## src/rtl/core/ltt_pkg.sv

```systemverilog
// Shared types and constants for the lambda term tokenizer.
// Used by ltt_scan, lambda_term_tokenizer and the testbench; depends on nothing else.
package ltt_pkg;

  // Width of the digit accumulator; numbers saturate at 2^NUMBER_BITS - 1
  localparam int NUMBER_BITS = 31;
  localparam int NUM_W       = 31;
  localparam int KIND_W      = 3;
  localparam int CHAR_W      = 8;

  // Token kinds
  localparam logic [KIND_W-1:0] KIND_NUM    = 3'd0;
  localparam logic [KIND_W-1:0] KIND_LAMBDA = 3'd1;
  localparam logic [KIND_W-1:0] KIND_LETTER = 3'd2;
  localparam logic [KIND_W-1:0] KIND_OPEN   = 3'd3;
  localparam logic [KIND_W-1:0] KIND_CLOSE  = 3'd4;

  // Character codes with a meaning of their own
  localparam logic [CHAR_W-1:0] CH_ZERO   = 8'h30;
  localparam logic [CHAR_W-1:0] CH_NINE   = 8'h39;
  localparam logic [CHAR_W-1:0] CH_LAMBDA = 8'h4C;
  localparam logic [CHAR_W-1:0] CH_DOT    = 8'h2E;
  localparam logic [CHAR_W-1:0] CH_OPEN   = 8'h28;
  localparam logic [CHAR_W-1:0] CH_CLOSE  = 8'h29;
  localparam logic [CHAR_W-1:0] CH_UC_A   = 8'h41;
  localparam logic [CHAR_W-1:0] CH_UC_Z   = 8'h5A;
  localparam logic [CHAR_W-1:0] CH_LC_A   = 8'h61;
  localparam logic [CHAR_W-1:0] CH_LC_Z   = 8'h7A;

  typedef struct packed {
    logic [CHAR_W-1:0] char_code;
    logic              final_char;
  } char_t;

  typedef struct packed {
    logic [KIND_W-1:0] token_kind;
    logic [NUM_W-1:0]  number_value;
    logic [CHAR_W-1:0] letter_code;
    logic              last_of_run;
  } token_t;

  // Tokens caused by one character: up to two, in order
  typedef struct packed {
    logic [1:0] count;
    token_t     slot0;
    token_t     slot1;
  } scan_result_t;

endpackage

```

## src/rtl/core/ltt_scan.sv

```systemverilog
// Character classifier and tokenizer state (digit accumulator and flags).
// Depends on ltt_pkg; produces the tokens for one request combinationally.
module ltt_scan import ltt_pkg::*; (
  input  logic         clk,
  input  logic         rst,
  input  logic         accept,
  input  char_t        item,
  output scan_result_t result
);

  localparam int WIDE_W = NUMBER_BITS + 4;

  logic [NUMBER_BITS-1:0] digit_accumulator;
  logic                   number_pending;
  logic                   abstraction_open;

  logic [NUMBER_BITS-1:0] digit_accumulator_next;
  logic                   number_pending_next;
  logic                   abstraction_open_next;

  logic [WIDE_W-1:0]      wide;
  logic [NUMBER_BITS-1:0] sat_value;
  logic                   is_digit;
  logic                   num_before;
  logic                   char_tok;
  logic                   num_final;
  token_t                 tok_num_old;
  token_t                 tok_num_new;
  token_t                 tok_char;

  // Multiply by ten as shift-add, then saturate
  always_comb begin
    wide = WIDE_W'({digit_accumulator, 3'b000}) + WIDE_W'({digit_accumulator, 1'b0})
         + WIDE_W'(item.char_code[3:0]);
    if (wide[WIDE_W-1:NUMBER_BITS] != '0) begin
      sat_value = '1;
    end else begin
      sat_value = wide[NUMBER_BITS-1:0];
    end
  end

  // Classify the character and build the candidate tokens
  always_comb begin
    is_digit   = (item.char_code >= CH_ZERO) && (item.char_code <= CH_NINE);
    num_before = !is_digit && number_pending;
    num_final  = is_digit && item.final_char;

    tok_num_old              = '0;
    tok_num_old.token_kind   = KIND_NUM;
    tok_num_old.number_value = NUM_W'(digit_accumulator);

    tok_num_new              = '0;
    tok_num_new.token_kind   = KIND_NUM;
    tok_num_new.number_value = NUM_W'(sat_value);

    tok_char = '0;
    char_tok = 1'b0;
    if (!is_digit) begin
      if (item.char_code == CH_LAMBDA) begin
        char_tok = 1'b0;
      end else if (item.char_code == CH_DOT) begin
        char_tok            = abstraction_open;
        tok_char.token_kind = KIND_LAMBDA;
      end else if (item.char_code inside {[CH_LC_A:CH_LC_Z], [CH_UC_A:CH_UC_Z]}) begin
        char_tok             = 1'b1;
        tok_char.token_kind  = KIND_LETTER;
        tok_char.letter_code = item.char_code;
      end else if (item.char_code == CH_OPEN) begin
        char_tok            = 1'b1;
        tok_char.token_kind = KIND_OPEN;
      end else if (item.char_code == CH_CLOSE) begin
        char_tok            = 1'b1;
        tok_char.token_kind = KIND_CLOSE;
      end
    end
  end

  // Pack tokens in order and flag the last one
  always_comb begin
    result       = '0;
    result.count = 2'(num_before) + 2'(char_tok) + 2'(num_final);
    if (num_before) begin
      result.slot0 = tok_num_old;
      result.slot1 = tok_char;
    end else if (char_tok) begin
      result.slot0 = tok_char;
    end else begin
      result.slot0 = tok_num_new;
    end
    if (result.count == 2'd2) begin
      result.slot1.last_of_run = 1'b1;
    end else begin
      result.slot0.last_of_run = 1'b1;
    end
  end

  // Next state for an accepted request
  always_comb begin
    digit_accumulator_next = digit_accumulator;
    number_pending_next    = number_pending;
    abstraction_open_next  = abstraction_open;
    if (item.final_char) begin
      digit_accumulator_next = '0;
      number_pending_next    = 1'b0;
      abstraction_open_next  = 1'b0;
    end else if (is_digit) begin
      digit_accumulator_next = sat_value;
      number_pending_next    = 1'b1;
    end else begin
      digit_accumulator_next = '0;
      number_pending_next    = 1'b0;
      if (item.char_code == CH_LAMBDA) begin
        abstraction_open_next = 1'b1;
      end else if (item.char_code == CH_DOT) begin
        abstraction_open_next = 1'b0;
      end
    end
  end

  // Advance state on accept
  always_ff @(posedge clk) begin
    if (rst) begin
      digit_accumulator <= '0;
      number_pending    <= 1'b0;
      abstraction_open  <= 1'b0;
    end else if (accept) begin
      digit_accumulator <= digit_accumulator_next;
      number_pending    <= number_pending_next;
      abstraction_open  <= abstraction_open_next;
    end
  end

endmodule

```

## src/rtl/core/lambda_term_tokenizer.sv

```systemverilog
// Top level of the lambda term tokenizer: input channel, scanner, token queue.
// Depends on ltt_pkg and ltt_scan.
//
// Usage:
//   char channel  (char_valid, char_stall, char_item): one character per request,
//     final_char set on the last character of a term.
//   token channel (token_valid, token_stall, token): one token per request.
//   A character causes zero, one or two tokens; last_of_run marks the last one.
// A token is written into the queue register when its character is accepted and
//   leaves from there behind any older tokens, in order.
// Throughput: one character per cycle while char_stall is low; the single token port
//   passes one token per request, so a character causing two tokens needs two. The
//   four-entry token queue decouples the two sides: char_stall rises when more than
//   two tokens are waiting, so a stalled receiver backs up into the input and nothing
//   is lost.
// Reset: synchronous, active high; clears the accumulator, flags and queue.
//   No clearing pass is needed. The state also returns to its reset value
//   after each final character.
module lambda_term_tokenizer import ltt_pkg::*; (
  input  logic   clk,
  input  logic   rst,
  input  logic   char_valid,
  output logic   char_stall,
  input  char_t  char_item,
  output logic   token_valid,
  input  logic   token_stall,
  output token_t token
);

  localparam int DEPTH = 4;
  localparam int PTR_W = 2;

  token_t       queue [DEPTH];
  logic [PTR_W-1:0] wr_ptr;
  logic [PTR_W-1:0] rd_ptr;
  logic [PTR_W:0]   count;

  logic         char_accept;
  logic         token_pop;
  scan_result_t scan;

  assign char_stall  = (count > (PTR_W+1)'(2));
  assign char_accept = char_valid && !char_stall;
  assign token_valid = (count != '0);
  assign token_pop   = token_valid && !token_stall;
  assign token       = queue[rd_ptr];

  ltt_scan u_scan (
    .clk    (clk),
    .rst    (rst),
    .accept (char_accept),
    .item   (char_item),
    .result (scan)
  );

  // Write the tokens of an accepted request into the queue
  always_ff @(posedge clk) begin
    if (char_accept && (scan.count != 2'd0)) begin
      queue[wr_ptr] <= scan.slot0;
    end
    if (char_accept && (scan.count == 2'd2)) begin
      queue[wr_ptr + PTR_W'(1)] <= scan.slot1;
    end
  end

  // Advance pointers and the fill count
  always_ff @(posedge clk) begin
    if (rst) begin
      wr_ptr <= '0;
      rd_ptr <= '0;
      count  <= '0;
    end else begin
      if (char_accept) begin
        wr_ptr <= wr_ptr + PTR_W'(scan.count);
      end
      if (token_pop) begin
        rd_ptr <= rd_ptr + PTR_W'(1);
      end
      count <= count + (PTR_W+1)'(char_accept ? scan.count : 2'd0)
                     - (PTR_W+1)'(token_pop);
    end
  end

  // Queue never holds more than its depth
  a_no_overflow: assert property (@(posedge clk) disable iff (rst)
    count <= (PTR_W+1)'(DEPTH))
    else $error("token queue overflow");

  // A request that causes tokens shows a token on the next cycle
  a_token_follows: assert property (@(posedge clk) disable iff (rst)
    (char_accept && (scan.count != 2'd0)) |=> token_valid)
    else $error("accepted tokens not visible");

  // Reset empties the queue
  a_reset_empty: assert property (@(posedge clk)
    rst |=> (count == '0))
    else $error("queue not empty after reset");

  // Only defined token kinds leave the block
  a_kind_legal: assert property (@(posedge clk) disable iff (rst)
    token_valid |-> (token.token_kind <= KIND_CLOSE))
    else $error("undefined token kind");

endmodule

```

## config.mk

```make
export PLATFORM = sky130hd
export DESIGN_NAME = lambda_term_tokenizer
export DESIGN_NICKNAME = d
export VERILOG_FILES = /design/src/rtl/core/ltt_pkg.sv /design/src/rtl/core/ltt_scan.sv /design/src/rtl/core/lambda_term_tokenizer.sv
export SDC_FILE = /design/constraint.sdc
export NUM_CORES = 1
export LEC_CHECK = 0
export ABC_AREA = 1
export BUFFER_PORTS_ARGS = -buffer_cell sky130_fd_sc_hd__buf_4
export CAP_MARGIN = 20
export CORE_MARGIN = 2
export CORE_UTILIZATION = 40
export CTS_CLUSTER_SIZE = 14
export DETAILED_ROUTE_END_ITERATION = 8
export GPL_TIMING_DRIVEN = 0
export PLACE_DENSITY = 0.62
export SLEW_MARGIN = 30
export SYNTH_ARGS = -nofsm -noshare
export SYNTH_HDL_FRONTEND = slang
export SYNTH_SLANG_ARGS = --single-unit
```

## constraint.sdc

```tcl
create_clock -name clk -period 9.2 [get_ports clk]
set_input_delay 1.84 -clock clk [delete_from_list [all_inputs] [get_ports clk]]
set_output_delay 1.84 -clock clk [all_outputs]
set_load 0.05 [all_outputs]
```

== Yosys cells after proc, flatten, opt, wreduce, memory -nomap -nowiden ==
Memories as Yosys holds them, arrays and structs flattened. A register that Yosys moved wholly into a read port is not among the register bits.
Cells that the tools add are included.

* Bits in registers: 40
* Memory bits (writable): 172
* Input bits: 13
* Output and inout port bits: 45
* Word-level logic and storage cells: 84
* Memories kept: 1

{| class="wikitable"
|+ Memory list
! memory !! words !! bits a word !! rd ports !! clocked after Yosys merged registers in !! write ports !! line !! source
|-
| queue || 4 || 43 || 1 || 1 || 2 || lambda_term_tokenizer.sv:33 || <nowiki>token_t queue [DEPTH];</nowiki>
|}

* Add/subtract/negate cells: 9
* $lt $le $gt $ge: 7
* Equal/unequal tests: 6
* Muxes and demuxes: 37
* Reductions and logical operators: 18

{| class="wikitable"
|+ Operators with widths
! kind !! count
|-
| 43-bit 2-to-1 mux || 3
|-
| 31-bit 2-to-1 mux || 3
|-
| 34-bit by 32-bit adder with 35-bit output || 1
|-
| 35-bit by 4-bit adder with 35-bit output || 1
|-
| 8-bit 2-to-1 mux || 4
|-
| 8-bit by 6-bit == test with 1-bit output, second input constant || 3
|-
| 1-bit 2-to-1 mux || 18
|-
| 3-bit 2-to-1 mux || 6
|-
| 8-bit by 7-bit >= comparator with 1-bit output, second input constant || 2
|-
| 8-bit by 7-bit less-or-equal comparator with 1-bit output, second input constant || 2
|-
| 1-bit logical AND || 9
|-
| 8-bit by 7-bit == test with 1-bit output, second input constant || 1
|-
| 8-bit by 6-bit >= comparator with 1-bit output, second input constant || 1
|-
| 8-bit by 6-bit less-or-equal comparator with 1-bit output, second input constant || 1
|-
| 2-bit 2-to-1 mux || 3
|-
| 3-bit nonzero test || 2
|-
| 2-bit by 1-bit adder with 2-bit output, second input constant || 2
|-
| 2-bit nonzero test || 2
|-
| 4-bit nonzero test || 1
|-
| 3-bit by 2-bit adder with 3-bit output || 1
|-
| 3-bit by 2-bit greater-than comparator with 1-bit output, second input constant || 1
|-
| 1-bit logical NOT || 3
|-
| 3-bit AND reduction || 1
|-
| 3-bit by 1-bit subtractor with 3-bit output || 1
|-
| 5 further kinds || 5
|}

== Longest topological paths before layout ==
* Depth after elaboration: 13
* Mapped depth: 20
* Depth with buffers taken out: 19

== Hierarchy ==
From an unflattened synthesis, not the netlist that was laid out.

* Cell total of the unflattened synthesis: 1826
* Area, all modules: 14076.0 um^2

{| class="wikitable"
|+ By module, submodules not included
! module !! instances !! cells an instance !! area an instance (um^2) !! seq. area each (um^2)
|-
| lambda_term_tokenizer || 1 || 921 || 8902.3 || 5345.1
|-
| ltt_scan || 1 || 905 || 5173.7 || 660.6
|}

== Least setup slack after synthesis ==
Ideal clock, no wire load.

* Path type: input -> register
* Start point: input char_item[8] (netlist name)
* End point: memory queue[2][18] (netlist name)
* Setup time: 0.059 ns
* Data arrival time: 4.325 ns
* Required time: 9.141 ns
* Slack: 4.816 ns
* Stages: 14
* Path buffers: 1
* Path through: or2_1 nor4_2 nor2_1 inv_2 nand2_1 ha_1 nand2_1 nand2_2 nand2_1 nand2_1 inv_1 clkbuf_1 nand2_1 nand2_1

{| class="wikitable"
|+ RTL lines
! item !! line !! source
|-
| start, declared || lambda_term_tokenizer.sv:24 || <nowiki>input char_t char_item,</nowiki>
|-
| end, declared || lambda_term_tokenizer.sv:33 ||
|}

==> impl_metrics.ini <==
[sta]
slew_headroom_pct = 51.79
setup_tns_ns = 0
rsz0062_at_grt = no
fmax_ghz = 0.1901
post-route-period-util_pct = 57.17
tightestPinTransition_ns = 0.7215
hold_slack_ns = 0.4477
maxSlewViolCount = 0
final-hold-violation-count = 0
finalSetupViolations = 0
clock_skew_ns = 0.02596
layout_min_cycle_time_ns = 5.259

[global_route]
grt_overflow = 0
grt_pass1_vias = 10870
grt_pass1_wl_mm = 56.86
use_met1_pct = 29.37
grt_max_degree = 14
grt_util_all_layers_pct = 21.44
antenna_found_initial = 0
met3_usage_pct = 3.537
met2_usage_pct = 34.52
busiest_layer = met2

[die]
start_util_pct = 40.71
die_h_um = 180.4
ios = 58
core_area_um2 = 30590
die-area_um2 = 32560
rows = 64
fp.dieW_um = 180.4

[placement]
place_inst = 2236
place_area_um2 = 13380
numPortBuffers = 56
finalWeightedCongestion = 0.9218
place_hpwl_mm = 26.67

[logic_synthesis]
syn-instance-count = 1781
synth_seq_cells = 214
synthFlopType = dfxtp_1
synth_cell_types = 44
async_reset_ff_share_pct = 0
synth-edff-count = 48
syn_avg_cell_area_um2 = 6.992
synth_area_um2 = 12450
yosys_warnings = 0
ys_seq_area_share_pct = 38.26

[critical_path]
crit_path_max_fanout = 13
worstSetupPathType = input pin to register
cp.arrival_ns = 5.73
endpoint_kind = register
cp.required_ns = 9.67
cp-start-kind = input pin

[detailed_routing]
num_vias = 11593
totalWireLength_mm = 35.51
drc = 0
drtPass1Iterations = 6
vias_per_cell = 5.087
wl_per_cell_um = 15.58
drtIter0Drc = 987
ant_nets = 0

[finish]
design_area_um2 = 14150
final_cell_mix = nand2_1, dfxtp_1, nor2_1
syn2layout_area_growth_pct = 13.62
multi_input_area_um2 = 6810
seqCellArea_um2 = 4765
nets = 1949
final_cell_count_no_fill = 2279
antennaDiodeCount = 0
fillCellCount = 3126
drive_above_1_share_pct = 11.68
final_common_cell = nand2_1

[clock_tree]
root_buffer = clkbuf_16
post_cts_buffers = 0
cts_hold_buffers = 0
cts_resized = 0
clockBufferDepth = 3
htreeDepth = 1
clock_latency_ns = 0.54
cts.sinks = 214
cts_buffers = 25
cts_tree = yes
clk_pin_slew_ns = 0.06

[power_and_ir_drop]
powerDensity_nw_per_um2 = 198.6
leakage_nw = 7.102
p_total_mw = 2.809
irDropWorstVdd_v = 0.0001456

[min_path]
hp-class = register to register

[job]
drv_cap = 0

[run_status]
status = complete, no violations
synthesized netlist by cell type (all sizes together) (4+ instances only):
cell | instances | share of area [%]
nor2 | 167 | 5.4
o21bai | 7 | 0.42
o22ai | 71 | 3.6
nand3 | 62 | 4.4
inv | 141 | 4.3
edfxtp | 48 | 12
nand2 | 770 | 24
nand3b | 4 | 0.24
xnor2 | 17 | 1.2
nand4 | 5 | 0.25
o21ai | 96 | 3.9
dfxtp | 166 | 27
clkbuf | 49 | 1.5
ha | 66 | 6.6
a21oi | 64 | 2.6
buf | 24 | 1.4
nor3 | 5 | 0.28
cell type report:
type	count	area share, %
buffer	73	2.538
clock buffer	39	5.156
clock inverter	4	0.2742
inverter	141	3.741
multi-input combinational	1356	48.14
sequential	214	33.68
tap	396	3.502
timing repair buffer	56	2.972
flip-flops by register name (all words and copies together), names as in the netlist, named ones only:
signal,flops
rd_ptr,2
u_scan.abstraction_open,1
queue,172
u_scan.digit_accumulator,31
wr_ptr,2
count,3
u_scan.number_pending,1
layer usage:
| layer | part of all wire [%] | up-vias | routed length [µm] |
|---|---|---|---|
| li1 | - | 5875 | - |
| met1 | 46 | 5290 | 16310 |
| met2 | 44 | 356 | 15740 |
| met3 | 7.0 | 72 | 2476 |
| met4 | 2.8 | 0 | 986 |
| met5 | 0 | - | 0 |
final timing paths:
| check | slack (ns) | startpoint | cells after the start | end |
|---|---|---|---|---|
| setup reg to reg | 5.30 | u_scan.number_pending | 14 | queue[2][28] |
| hold reg to reg | 0.45 | queue[1][29] | 2 | queue[1][29] |
| hold / removal | 0.45 | queue[1][29] | 2 | queue[1][29] |
| setup / recovery | 3.94 | char_item[4] | 16 | queue[2][28] |
per-stage QoR:
stage	utilization (%)	setup WS [ns]
floorplan	-	4.816
global placement	43.74	3.545
detailed placement	43.74	3.480
CTS	46.25	4.008
global route	46.25	3.594
finish	46.25	3.941
where the power goes:
| part | leakage (nW) | switching (mW) | internal [mW] |
|---|---|---|---|
| clock | 0.376 | 0.392 | 0.545 |
| sequential | 1.84 | 0.0241 | 0.994 |
| combinational | 4.88 | 0.628 | 0.227 |
| total | 7.10 | 1.04 | 1.77 |
critical path: stages:
cell      delay [ns]
buf_4           0.13
inv_1           0.14
a21oi_1         0.26
nor4_2          0.10
nor2_1          0.47
inv_2           0.19
nand2_1         0.11
ha_1            0.27
nand2_1         0.15
nand2_2         0.10
nand2_1         0.35
nand2_1         0.53
inv_1           0.33
clkbuf_1        0.52
nand2_1         0.12
nand2_1         0.09
logic make-up (layout without fill, tap and decap cells):
logic type,after synthesis,count (layout),share of synthesized area (%)
compound gates,243,243,10.82
xor+xnor,19,19,1.336
fa+ha+maj,69,69,7.114
buf+inv,214,313,7.134
flops,214,214,38.26
other cells,1,4,0.03012
simple gates,1021,1021,35.30
No activity file was read; power rests on OpenSTA's default activity.
